File: src/hdl/assert_macros.svh
// Assertion macros shared by the collision resolver RTL.
// Included by files that check their own pipeline behavior.
`ifndef ASSERT_MACROS_SVH
`define ASSERT_MACROS_SVH
`ifndef SYNTHESIS
`define ASSERT_IMPLY(label, clk, rst, ante, cons) \
   label: assert property (@(posedge clk) disable iff (rst) (ante) |-> (cons)) \
      else $error("assertion failed");
`define ASSERT_NEXT(label, clk, rst, ante, cons) \
   label: assert property (@(posedge clk) disable iff (rst) (ante) |=> (cons)) \
      else $error("assertion failed");
`else
`define ASSERT_IMPLY(label, clk, rst, ante, cons)
`define ASSERT_NEXT(label, clk, rst, ante, cons)
`endif
`endif

File: src/hdl/cbcr_isqrt.sv
// Pipelined floor square root, one root bit per stage.
// Standalone; instantiated by the collision resolver top level.
`default_nettype none
module cbcr_isqrt #(
   parameter int RootW = 31
) (
   input  wire logic                 clock,
   input  wire logic                 reset,
   input  wire logic                 in_valid,
   input  wire logic [2*RootW-1:0]   radicand,
   output logic                      out_valid,
   output logic [RootW-1:0]          root
);
   localparam int SqW = 2*RootW;

   logic [SqW-1:0]   rem_ff  [RootW];
   logic [RootW-1:0] root_ff [RootW];
   logic             vld_ff  [RootW];

   genvar k;
   for (k = 0; k < RootW; k++) begin : g_stage
      localparam int Bit = RootW-1-k;
      logic [SqW-1:0]   rem_prev;
      logic [SqW-1:0]   trial;
      logic [SqW-1:0]   rem_in;
      logic [RootW-1:0] root_prev;
      logic [RootW-1:0] root_in;
      logic             vld_prev;

      if (k == 0) begin : g_first
         assign rem_prev  = radicand;
         assign root_prev = '0;
         assign vld_prev  = in_valid;
      end else begin : g_next
         assign rem_prev  = rem_ff[k-1];
         assign root_prev = root_ff[k-1];
         assign vld_prev  = vld_ff[k-1];
      end

      always_comb begin
         trial   = (SqW'(root_prev) << (Bit+1)) + (SqW'(1) << (2*Bit));
         rem_in  = rem_prev;
         root_in = root_prev;
         if (rem_prev >= trial) begin
            rem_in  = rem_prev - trial;
            root_in = root_prev | (RootW'(1) << Bit);
         end
      end

      always_ff @(posedge clock) begin
         rem_ff[k]  <= rem_in;
         root_ff[k] <= root_in;
      end

      always_ff @(posedge clock) begin
         if (reset) begin
            vld_ff[k] <= 1'b0;
         end else begin
            vld_ff[k] <= vld_prev;
         end
      end
   end

   assign out_valid = vld_ff[RootW-1];
   assign root      = root_ff[RootW-1];

endmodule
`default_nettype wire

File: config.mk
export PLATFORM = sky130hd
export DESIGN_NAME = cbcr_isqrt
export DESIGN_NICKNAME = d
export VERILOG_FILES = /design/src/hdl/assert_macros.svh /design/src/hdl/cbcr_isqrt.sv
export SDC_FILE = /design/constraint.sdc
export NUM_CORES = 2
export LEC_CHECK = 0
export BUFFER_PORTS_ARGS = -buffer_cell sky130_fd_sc_hd__buf_2
export CELL_PAD_IN_SITES_DETAIL_PLACEMENT = 1
export CELL_PAD_IN_SITES_GLOBAL_PLACEMENT = 1
export CORE_ASPECT_RATIO = 1.75
export CORE_MARGIN = 5
export CORE_UTILIZATION = 39
export DETAILED_ROUTE_END_ITERATION = 10
export PLACE_DENSITY = 0.72
export SETUP_SLACK_MARGIN = 0.5
export SLEW_MARGIN = 15
export SYNTH_ARGS = -nofsm -noshare
export SYNTH_HDL_FRONTEND = slang
export SYNTH_SLANG_ARGS = --single-unit
File: constraint.sdc
create_clock -name clock -period 3.57 [get_ports clock]
set_input_delay 0.357 -clock clock [delete_from_list [all_inputs] [get_ports clock]]
set_output_delay 0.357 -clock clock [all_outputs]
set_load 0.02 [all_outputs]
# Yosys cells after proc, flatten, opt, wreduce, memory -nomap -nowiden
# Memories as Yosys holds them, arrays and structs flattened.
# Index checks and enable logic that the tools add are counted.
# Widths: inputs -> output; s select.
# totals
output_inout_bits	32
inputBits	65
memories	3
elab_cells	222
regBits	0
ram_bits	2914
# classes
addsub	61
bitwise	31
n_mux	96
magnitude_cmp	31
# mem_list
name	depth	word_bits	rd	rd_clocked_by_memory_dff	write_ports	line_no	rtl
rem_ff	31	62	30	0	31	cbcr_isqrt.sv:16	logic [SqW-1:0] rem_ff [RootW];
root_ff	31	31	31	0	31	cbcr_isqrt.sv:17	logic [RootW-1:0] root_ff [RootW];
vld_ff	31	1	31	0	31	cbcr_isqrt.sv:18	logic vld_ff [RootW];
# op_table
operator	count
$mux 62	31
$add 61x59->62 const B	1
$ge 62x33->1	1
$ge 62x34->1	1
$ge 62x35->1	1
$ge 62x36->1	1
$ge 62x37->1	1
$ge 62x38->1	1
$ge 62x39->1	1
$ge 62x40->1	1
$ge 62x41->1	1
$ge 62x42->1	1
$ge 62x43->1	1
$ge 62x44->1	1
$ge 62x45->1	1
$ge 62x46->1	1
$ge 62x47->1	1
$ge 62x48->1	1
$ge 62x49->1	1
$ge 62x50->1	1
$ge 62x51->1	1
$ge 62x52->1	1
$ge 62x53->1	1
$ge 62x54->1	1
other kinds (101)	165

# Longest topological paths before layout
# An unclocked memory read counts as a cell.
# logic_depth
ltp_word	4
mapped_depth	14
ltp_nobuf	13

# Worst setup path after synthesis
# OpenSTA, ideal clock, no wires.
# synth_path
kind	register -> register
startpoint	mem root_ff[26][7], in the netlist root_ff[1][317]
endpoint	mem rem_ff[1][732] (netlist name)
required_time_ps	3453
path_buffers	2
path_stages_with_launch	15
setup_time_ps	117
synth_period_minus_slack_ps	3224
arrival_time_ps	3107
setup_slack_ps	346
cell_sequence	dfxtp_1 inv_1 ha_1 a211oi_1 nor2_1 or3_1 clkbuf_1 a2111o_1 a31o_2 nor3_1 buf_2 inv_2 nand3_1 nor2_1 a22o_1
# synth_lines
item	line_no
start, declared	cbcr_isqrt.sv:17
end, declared	cbcr_isqrt.sv:16

==> results.md <==
- Status: complete, no violations
- Reg2Reg Setup Slack: roughly 0.07 ns
- R2r endpoint: rem_ff[1][493]
- Post-synthesis sequential area ratio: 52.8%
- Die W: 374 um
- ANT nets after route: 0
- Via/cell ratio: 5.35
- Grt ovf: 0
- CP required: 4.25 ns
- Setup crit start kind: register
- Worst Skew: 0.137 ns
- Power per standard cell area: roughly 780 mW/mm^2
- Area Growth Syn to Fin: 25.1%
- Drt wl/cell: 23.1 um
- # port buffers: 96
- Top FF cell, synth: dfxtp_1
- Max FO, Critical Path: 6
- Die H: 647 um
- Cells after Synth: 9,087
- Pre-Repair DR Iteration Count: 5
- Clk pin slew, worst setup/hold paths: 0.08 ns
- Cell Area, Synth: 0.0905 mm^2
- Pin count of the biggest net entering global routing: 50
- Worst Setup End Kind: register
- Clock buffer count from CTS: roughly 220
- TritonCTS clock tree: yes
- Post-synth EDFFs: 0
- P_leak: 0.0504 uW
- Final hold vios: 0
- Synthesized Nets: 9,677
- Fin cells: 13,211
- Ys Warns: 0
- Worst setup path start: rem_ff[1][380]
- # IOs: 97
- Share of cells above drive strength 1: 20.3%
- Rows: around 230
- Initial antenna violation count: 7
- Max Clock Freq: 286 MHz
- Worst-Margin Slew: 0.999 ns
- Worst skew pair latency: 0.91 ns
- 1st-iter DRT viols: 2,527
- Sink Count: 2,387
- Crit path DAT: about 4.2 ns
- Total die area: about 0.24 mm^2
- Max-Cap Viols: 0
- Mean Syn Cell Area: between 9 and 10 um^2
- Power, Total: about 89,000 uW
- Util after Layout: 48.9%
- Routed vias: approximately 71,000
- Vias in the first global route: 78,588
- Worst setup path endpoint: rem_ff[1][493]
- All-Layer GR Usage: 23.8%
- Residual DRC: 0
- Placed Cells incl. Taps: 12,583
- DRT Wirelength: 305 mm
- RSZ-0062 raised after global routing: true
- Core area: 0.232 mm^2
- Hold Crit Class: in2reg
- Asr flop ratio synth: 0%
- Filler Cells Inserted: 24,983
- Clk root buf: clkbuf_16
- Pins Over Slew Limit: 0
- Final setup fails: 0
- Reg2Reg Depth: 12
- Yosys reg bits: 2,387
- Relative slew slack: 32.8%
- Worst VDD drop: roughly 0.59 mV
- Minimum clock period: approximately 3.5 ns
- Final net count: between 10,000 and 15,000
- Crit Reg-Reg Startpoint: rem_ff[1][380]
- Gp weighted congestion: roughly 0.94
- Post-synthesis cell type count: 96
- CTS max path bufs: 4
- WS Path Type: reg2reg
- Initial core utilization: roughly two fifths
- First-pass GRT wire length: between 400 and 500 mm
- Final HPWL DP: approximately 230 mm
- H-tree lvl count: 4
- Period utilization: 98.0%
## how the worst min path moves through the flow
stage                         startpoint        endpoint  slack (ns)  cells after the start
after global placement    rem_ff[0][820]  rem_ff[0][882]        0.33                      0
after global routing        radicand[54]   rem_ff[0][54]        0.07                      2
final                       radicand[28]   rem_ff[0][28]        0.08                      2
after floorplan           rem_ff[0][534]  rem_ff[0][596]        0.32                      0
after CTS                   radicand[34]   rem_ff[0][34]        0.03                      2
after detailed placement  rem_ff[0][645]  rem_ff[0][707]        0.33                      0
## sequential cells by signal, indices dropped and copies added, names as in the netlist
name,flops
root_ff,496
vld_ff,31
rem_ff,1860
## per-layer routing
| metal | part of all wire [%] | vias to the layer above | track usage, % |
|---|---|---|---|
| met5 | 0.0036 | - | 0 |
| met4 | 12 | 2 | 22.0 |
| met1 | 28 | 34643 | 16.8 |
| li1 | - | 33430 | - |
| met3 | 2.4 | 1126 | 2.60 |
| met2 | 58 | 1477 | 51.3 |
## cell usage after synthesis, drive strengths merged (10+ instances only)
cell / n / area (um^2)
and2: 38 / 238
ha: 525 / 6570
a31o: 20 / 175
a41oi: 11 / 104
nor2b: 93 / 582
o2111ai: 18 / 181
nand4: 147 / 920
o31ai: 46 / 345
nand3b: 27 / 203
nand3: 180 / 901
a21boi: 22 / 169
or3: 93 / 592
a21o: 199 / 1490
o21a: 99 / 743
xor2: 407 / 3560
inv: 646 / 2420
nor3: 264 / 1340
nor4b: 51 / 447
nand2b: 90 / 563
dfxtp: 2387 / 47800
o21bai: 47 / 353
o31a: 20 / 175
nor3b: 24 / 180
or4: 75 / 586
a2111oi: 15 / 144
buf: 31 / 161
a211oi: 48 / 360
a211o: 16 / 140
a221oi: 10 / 87.6
a31oi: 51 / 319
nor4: 313 / 1980
o21ai: 406 / 2030
and3: 50 / 313
xnor2: 412 / 3610
and4: 18 / 158
o41ai: 10 / 87.6
nor2: 588 / 2210
a21oi: 600 / 3000
mux2: 82 / 938
nand4b: 19 / 166
nand2: 544 / 2040
clkbuf: 170 / 639
o211ai: 32 / 250
mux2i: 13 / 130
or2: 27 / 169
## worst max-delay path, stage by stage, from the launching register on
cell and delay, ns:
dfxtp_2 0.32, or4_4 0.55, nor4_4 0.15, buf_4 0.15
nand4_1 0.35, buf_4 0.31, or4_1 0.39, and3_4 0.20
a21oi_4 0.15, and4b_2 0.33, buf_6 0.13, nand4_1 0.10
xnor2_1 0.15
## logic make-up after synthesis
group / Yosys count / share of synthesized area, %
compound gates: 1751 / 12.1
xor+xnor: 819 / 7.92
fa+ha+maj: 525 / 7.25
buf+inv: 848 / 3.57
flops: 2387 / 52.8
mux: 95 / 1.18
simple gates: 2662 / 15.2
## power breakdown
group	internal [uW]	leakage (uW)	switching (uW)
clock	13700	0.00361	10500
sequential	32600	0.0200	5860
combinational	11800	0.0269	14200
## stage by stage
stage	hold slack [ns]	TNS (ns)	cell area (um^2)	worst slack, ns
after floorplan	0.322	0	90600	0.505
after global placement	0.329	-89.09	98400	-0.900
after detailed placement	0.335	-102.88	98400	-0.994
after CTS	0.0322	0	109000	0.0230
after global routing	0.0673	-0.0238	113000	-0.0228
final	0.0798	0	113000	0.0697
## timing repair
item | in CTS | in global routing
endpoints found under the setup margin | 769 | 757
resized for setup | 448 | 681
hold buffers | 66 | 0
cloned | 4 | 8
pin swaps | 120 | 183
setup buffers | 58 | 85
hold endpoints to repair | 90 | 0
## layout make-up
| class | count | area (um^2) | share of cell area (%) |
|---|---|---|---|
| tap | 3068 | 3840 | 3.39 |
| multi-input combinational | 5854 | 44700 | 39.4 |
| timing repair buffer | 848 | 7080 | 6.24 |
| inverter | 647 | 2440 | 2.15 |
| clock inverter | 98 | 1160 | 1.03 |
| clock buffer | 293 | 6170 | 5.44 |
| sequential | 2387 | 47900 | 42.3 |
| antenna | 16 | 40.0 | 0.0353 |
## placed cells by master, fill, tap and decap left out, types with 97 or more instances in the layout
cell type / count
a21o_1: 197
a21oi_1: 546
buf_2: 97
buf_4: 581
clkbuf_16: 224
dfxtp_1: 2287
dfxtp_2: 99
ha_1: 374
ha_4: 121
inv_1: 612
nand2_1: 523
nand3_1: 159
nand4_1: 147
nor2_1: 544
nor3_1: 208
nor4_1: 257
o21ai_0: 368
xnor2_1: 404
xor2_1: 405
Power figures use the tool's default switching activity.
