--- config.mk ---
export PLATFORM = sky130hd
export DESIGN_NAME = cbcr_div
export DESIGN_NICKNAME = d
export VERILOG_FILES = /design/src/hdl/assert_macros.svh /design/src/hdl/cbcr_div.sv
export SDC_FILE = /design/constraint.sdc
export NUM_CORES = 2
export LEC_CHECK = 0
export BUFFER_PORTS_ARGS = -buffer_cell sky130_fd_sc_hd__buf_2
export CORE_MARGIN = 3
export CORE_UTILIZATION = 39
export CTS_CLUSTER_DIAMETER = 150
export DETAILED_ROUTE_END_ITERATION = 12
export SETUP_SLACK_MARGIN = 0.2
export SLEW_MARGIN = 25
export SYNTH_ARGS = -nofsm -noshare
export SYNTH_HDL_FRONTEND = slang
export SYNTH_SLANG_ARGS = --single-unit
--- constraint.sdc ---
create_clock -name clock -period 8.67 [get_ports clock]
set_input_delay 1.3005 -clock clock [delete_from_list [all_inputs] [get_ports clock]]
set_output_delay 1.3005 -clock clock [all_outputs]
set_load 0.005 [all_outputs]
--- src/hdl/assert_macros.svh ---
// Assertion macros shared by the collision resolver RTL.
// Included by files that check their own pipeline behavior.
`ifndef ASSERT_MACROS_SVH
`define ASSERT_MACROS_SVH
`ifndef SYNTHESIS
`define ASSERT_IMPLY(label, clk, rst, ante, cons) \
   label: assert property (@(posedge clk) disable iff (rst) (ante) |-> (cons)) \
      else $error("assertion failed");
`define ASSERT_NEXT(label, clk, rst, ante, cons) \
   label: assert property (@(posedge clk) disable iff (rst) (ante) |=> (cons)) \
      else $error("assertion failed");
`else
`define ASSERT_IMPLY(label, clk, rst, ante, cons)
`define ASSERT_NEXT(label, clk, rst, ante, cons)
`endif
`endif

--- src/hdl/cbcr_div.sv ---
// Pipelined restoring divider, one quotient bit per stage.
// Standalone; the quotient must fit in QuoW bits.
`default_nettype none
module cbcr_div #(
   parameter int QuoW = 17,
   parameter int NumW = 46,
   parameter int DenW = 31
) (
   input  wire logic             clock,
   input  wire logic             reset,
   input  wire logic             in_valid,
   input  wire logic [NumW-1:0]  numer,
   input  wire logic [DenW-1:0]  denom,
   output logic                  out_valid,
   output logic [QuoW-1:0]       quot
);
   localparam int RemW = DenW + QuoW;

   logic [RemW-1:0] rem_ff [QuoW];
   logic [DenW-1:0] den_ff [QuoW];
   logic [QuoW-1:0] quo_ff [QuoW];
   logic            vld_ff [QuoW];

   genvar k;
   for (k = 0; k < QuoW; k++) begin : g_stage
      localparam int Bit = QuoW-1-k;
      logic [RemW-1:0] rem_prev;
      logic [RemW-1:0] sub;
      logic [RemW-1:0] rem_in;
      logic [DenW-1:0] den_prev;
      logic [QuoW-1:0] quo_prev;
      logic [QuoW-1:0] quo_in;
      logic            vld_prev;

      if (k == 0) begin : g_first
         assign rem_prev = RemW'(numer);
         assign den_prev = denom;
         assign quo_prev = '0;
         assign vld_prev = in_valid;
      end else begin : g_next
         assign rem_prev = rem_ff[k-1];
         assign den_prev = den_ff[k-1];
         assign quo_prev = quo_ff[k-1];
         assign vld_prev = vld_ff[k-1];
      end

      always_comb begin
         sub    = RemW'(den_prev) << Bit;
         rem_in = rem_prev;
         quo_in = quo_prev;
         if (rem_prev >= sub) begin
            rem_in = rem_prev - sub;
            quo_in = quo_prev | (QuoW'(1) << Bit);
         end
      end

      always_ff @(posedge clock) begin
         rem_ff[k] <= rem_in;
         den_ff[k] <= den_prev;
         quo_ff[k] <= quo_in;
      end

      always_ff @(posedge clock) begin
         if (reset) begin
            vld_ff[k] <= 1'b0;
         end else begin
            vld_ff[k] <= vld_prev;
         end
      end
   end

   assign out_valid = vld_ff[QuoW-1];
   assign quot      = quo_ff[QuoW-1];

endmodule
`default_nettype wire
; Word-level counts from Yosys, hierarchy flattened
; Memory sizes are Yosys's and may differ from the RTL's.
; Index checks and enable logic that the tools add are counted.
[word_totals]
register_bits = 0
mem_bits_rw = 1649
out_inout_bits = 18
n_memories = 4
[mem_list]
columns = memory, depth, word_bits, rd, rd_ports_with_merged_regs, wr, line_no
row1 = rem_ff, 17, 48, 16, 0, 17, cbcr_div.sv:19  ; logic [RemW-1:0] rem_ff [QuoW];
row2 = den_ff, 17, 31, 16, 0, 17, cbcr_div.sv:20  ; logic [DenW-1:0] den_ff [QuoW];
row3 = quo_ff, 17, 17, 17, 0, 17, cbcr_div.sv:21  ; logic [QuoW-1:0] quo_ff [QuoW];
row4 = vld_ff, 17, 1, 17, 0, 17, cbcr_div.sv:22  ; logic vld_ff [QuoW];
[op_classes]
add_sub_neg = 17
order_cmp = 17
muxes = 54
n_bitwise = 17
[op_table]
columns = cell, n
row1 = $mux 48, 17
row2 = $ge 48x31->1, 1
row3 = $ge 48x32->1, 1
row4 = $ge 48x33->1, 1
row5 = $ge 48x34->1, 1
row6 = $ge 48x35->1, 1
row7 = $ge 48x36->1, 1
row8 = $ge 48x37->1, 1
row9 = $ge 48x38->1, 1
row10 = $ge 48x39->1, 1
row11 = $ge 48x40->1, 1
row12 = $ge 48x41->1, 1
row13 = $ge 48x42->1, 1
row14 = $ge 48x43->1, 1
row15 = $ge 48x44->1, 1
row16 = $ge 48x45->1, 1
row17 = $ge 48x46->1, 1
row18 = $sub 46x47->48, 1
row19 = $sub 48x31->48, 1
row20 = $sub 48x32->48, 1
row21 = $sub 48x33->48, 1
row22 = $sub 48x34->48, 1
row23 = $sub 48x35->48, 1
row24 = $sub 48x36->48, 1
row25 = other kinds (29), 65

; Logic depth before layout (Yosys ltp)
[depth]
depth_word = 3
ltp_mapped = 16
ltp_nobuf = 15

; Worst setup path after synthesis
; Ideal clock, no wire load.
[synth_timing]
path_kind = input-to-reg
from = input numer[16]
to = memory rem_ff[0][18] in the netlist's numbering
setup_time_ns = 0.130
t_arrival_ns = 3.781
slack_ns = 4.758
cell_stages = 15
n_path_buf = 2
path_cell_list = inv_1 ha_1 fa_1 nand2b_1 a21boi_0 o21ai_0 a211oi_1 o31ai_1 nand2b_1 o2111ai_1 and2_1 clkbuf_1 clkbuf_1 nand2_1 o21ai_0
[synth_rtl]
columns = element, line_no
row1 = start: declaration, cbcr_div.sv:12  ; input wire logic [NumW-1:0] numer,
row2 = end: declaration, cbcr_div.sv:19

==> results.cfg <==
[detailed_routing]
wl_um = 149000
wl_met3_um = 4550
vias = 49400
dr.first_iter.drc_count = 2950
drt-met1-wl_um = 60900
ant_nets = 0
top_layer_used = met4
drcViolationCount = 0
drt-wirelength-per-cell_um = 15.5
dr_wl_met2_um = 76200
viasPerCell = 5.12
first_pass_iters = 7

[finish]
syn_to_final_growth_pct = 11.8
layout-drive-gt1-share_pct = 6.65
nets = 7962
final_cell_mix = dfxtp_1 (1434), inv_1 (670), a21oi_1 (595), nand2_1 (589), ha_1 (526)
fin_area_um2 = 73400
final_common_cell = dfxtp_1
fill_cells = 15800
diodes = 0

[power_and_ir_drop]
p_seq_share_pct = 34.0
worst_ir_drop_vdd_uv = 228
netSwitchingFraction_pct = 37.4
powerDensity_nw_per_um2 = 384
total_power_w = 0.0282
p_comb_share_pct = 43.4
p_leak_nw = 33.0
pwr-share-clk_pct = 22.7
p_int_w = 0.0177
p_sw_w = 0.0105

[run]
cap_violations = 0

[setup_path]
worst_path_largest_cell_delay_ns = 0.56
crit_required_ns = 9.30
cp_max_fo = 57
path_buf_inv = 4
cp-endpoint = rem_ff[0][210]
startpoint = rem_ff[0][156]
path_class = reg -> reg
reg2regPathDepth = 15
reg2reg_from = rem_ff[0][156]
critPathCaptureType = flop
regToRegSetupSlack_ns = 4.21
arrival_ns = 5.09
crit_slowest_cell = o31ai_1
cp_cell_sequence = inv_1 > ha_1 > fa_1 > nor2b_1 > o21ai_0 > a21oi_1 > o41ai_1 > o31ai_1 > o22ai_1 > buf_4 > o21ai_0 > a21oi_1 > inv_1 > buf_4 > mux2_2
r2r_end = rem_ff[0][210]
cp_num_cells = 15
critical_path.top_delay_family = compound AO/OA/AOI/OAI gates
start_kind = flop

[cts]
cts_resized = 0
cts_tree = done
clock-root-buffer = clkbuf_16
postCtsSetupBuffers = 0
cts_hold_buffers = 0
clk_pin_slew_worst_paths_ns = 0.06
cts_buffers = 155
htreeDepth = 4
clk_path_buf_depth = 3
insertion_delay_ns = 0.76
cts_sinks = 1434

[sta]
tightestPinTransition_ns = 1.07
drv_slew = 0
layout_min_cycle_time_ns = 4.46
clock.fmax_mhz = 224
clock_skew_ns = 0.0251
hold_viol = 0
setup_tns_ns = 0
max_slew_margin_pct = 26.5
rsz0062_at_grt = false
timing.final.crit_share_pct = 51.4
finalSetupViolCount = 0

[synthesis]
ys_ff_latch = 1434
synth_area_per_cell_um2 = 9.07
seq_area_frac_synth_pct = 43.7
postSynthCellCount = 7247
ys.warnings.count = 0
synthAdderAreaFrac_pct = 10.5
synth_top_family_by_area = compound AO/OA/AOI/OAI gates
syn-num-nets = 7869
synth-edff-count = 0
synth_area_um2 = 65700
async_reset_ff_share_pct = 0
synthMuxAreaShare_pct = 1.46
synth_cell_types = 92
synth_compound_area_share_pct = 18.8
synth_simple_gate_area_share_pct = 13.4
synth_xor_area_share_pct = 7.23
synthFlopType = dfxtp_1

[global_routing]
grt_overflow_total = 0
grt_pass1_wl_um = 243000
gr-usage-all-layers_pct = 16.8
grt_max_degree = 66
grt_pass1_vias = 49900
antenna_found_initial = 1

[die]
ioPinCount = 98
start_util_pct = 39.6
fp-row-count = 149
die_x_um = 416
core_um2 = 166000
die_area_um2 = 173000
die-height_um = 416

[placed_design]
postPlaceCellArea_um2 = 68400
dp_hpwl_um = 117000
routabilityCongestion = 0.889
io_buffers = 97

[run_status]
status = finished, final reports clean

[worst_hold_path]
hold_path.class = reg -> reg
## area by class of cell
class | count | area, um2 | share of cell area, %
repair buffers | 120 | 658 | 0.896
multi-input cells | 4956 | 33800 | 46.0
inverters | 673 | 2530 | 3.44
well taps | 2189 | 2740 | 3.73
clock buffers | 231 | 4550 | 6.19
flip-flops and latches | 1434 | 28700 | 39.1
clock inverters | 46 | 462 | 0.629
## cell usage after synthesis (24+ instances only)
cell / number / area share [%]
dfxtp_1: 1434 / 44
inv_1: 670 / 3.8
a21oi_1: 595 / 4.5
nand2_1: 589 / 3.4
ha_1: 526 / 10
o21ai_0: 521 / 4.0
nor2_1: 395 / 2.3
a21o_1: 350 / 4.0
xnor2_1: 321 / 4.3
xor2_1: 221 / 2.9
clkbuf_1: 152 / 0.87
nor3_1: 123 / 0.94
nand3_1: 118 / 0.90
nand4_1: 100 / 0.95
nor2b_1: 87 / 0.83
mux2_2: 81 / 1.4
nand2b_1: 77 / 0.73
o21bai_1: 63 / 0.72
nor4_1: 59 / 0.56
a31oi_1: 55 / 0.52
o21a_1: 53 / 0.61
a211oi_1: 48 / 0.55
or3_1: 44 / 0.42
and3_1: 43 / 0.41
o31ai_1: 39 / 0.45
and2_1: 33 / 0.31
o211ai_1: 28 / 0.32
a2111oi_0: 25 / 0.33
or4_1: 24 / 0.27
## metal layers
| layer | global-route usage [%] | vias to the layer above |
|---|---|---|
| met2 | 32.1 | 1039 |
| met5 | 0 | - |
| met1 | 17.8 | 22500 |
| met3 | 2.42 | 442 |
| li1 | - | 25400 |
| met4 | 8.70 | 0 |
## per-stage QoR
stage,hold slack [ns],worst slack (ns),utilization (%),instances
global placement,0.311,3.87,41.2,9372
floorplan,0.310,4.76,-,7247
CTS,0.300,4.12,44.2,9649
detailed placement,0.312,3.82,41.2,9372
global route,0.311,3.96,44.2,9649
finish,0.300,4.21,44.2,9649
## power by group through the flow
stage                     clock (W)  sequential (W)  combinational [W]
after floorplan                   0         0.00931            0.00967
after global placement            0         0.00970             0.0119
after detailed placement          0         0.00971             0.0121
after CTS                   0.00662         0.00958             0.0122
after global routing        0.00687         0.00980             0.0137
final                       0.00639         0.00959             0.0122
## state kept, by name, indices dropped and copies added (netlist names)
signal	count
rem_ff	768
den_ff	496
quo_ff	153
vld_ff	17
## cells by family after synthesis
| group | count (synthesis) |
|---|---|
| compound gates | 1978 |
| simple gates | 1808 |
| xor+xnor | 542 |
| mux | 86 |
| fa+ha+maj | 542 |
| flops | 1434 |
| buf+inv | 857 |
## worst min-delay path by stage
stage | from | endpoint | cells after the start
2_1_floorplan | quo_ff[0][83] | quo_ff[0][100] | 0
3_3_place_gp | quo_ff[0][227] | quo_ff[0][244] | 0
3_5_place_dp | quo_ff[0][115] | quo_ff[0][132] | 0
4_1_cts | quo_ff[0][209] | quo_ff[0][226] | 0
5_1_grt | quo_ff[0][209] | quo_ff[0][226] | 0
6_report | quo_ff[0][209] | quo_ff[0][226] | 0
Note: power is estimated with default switching activity, not from simulation.
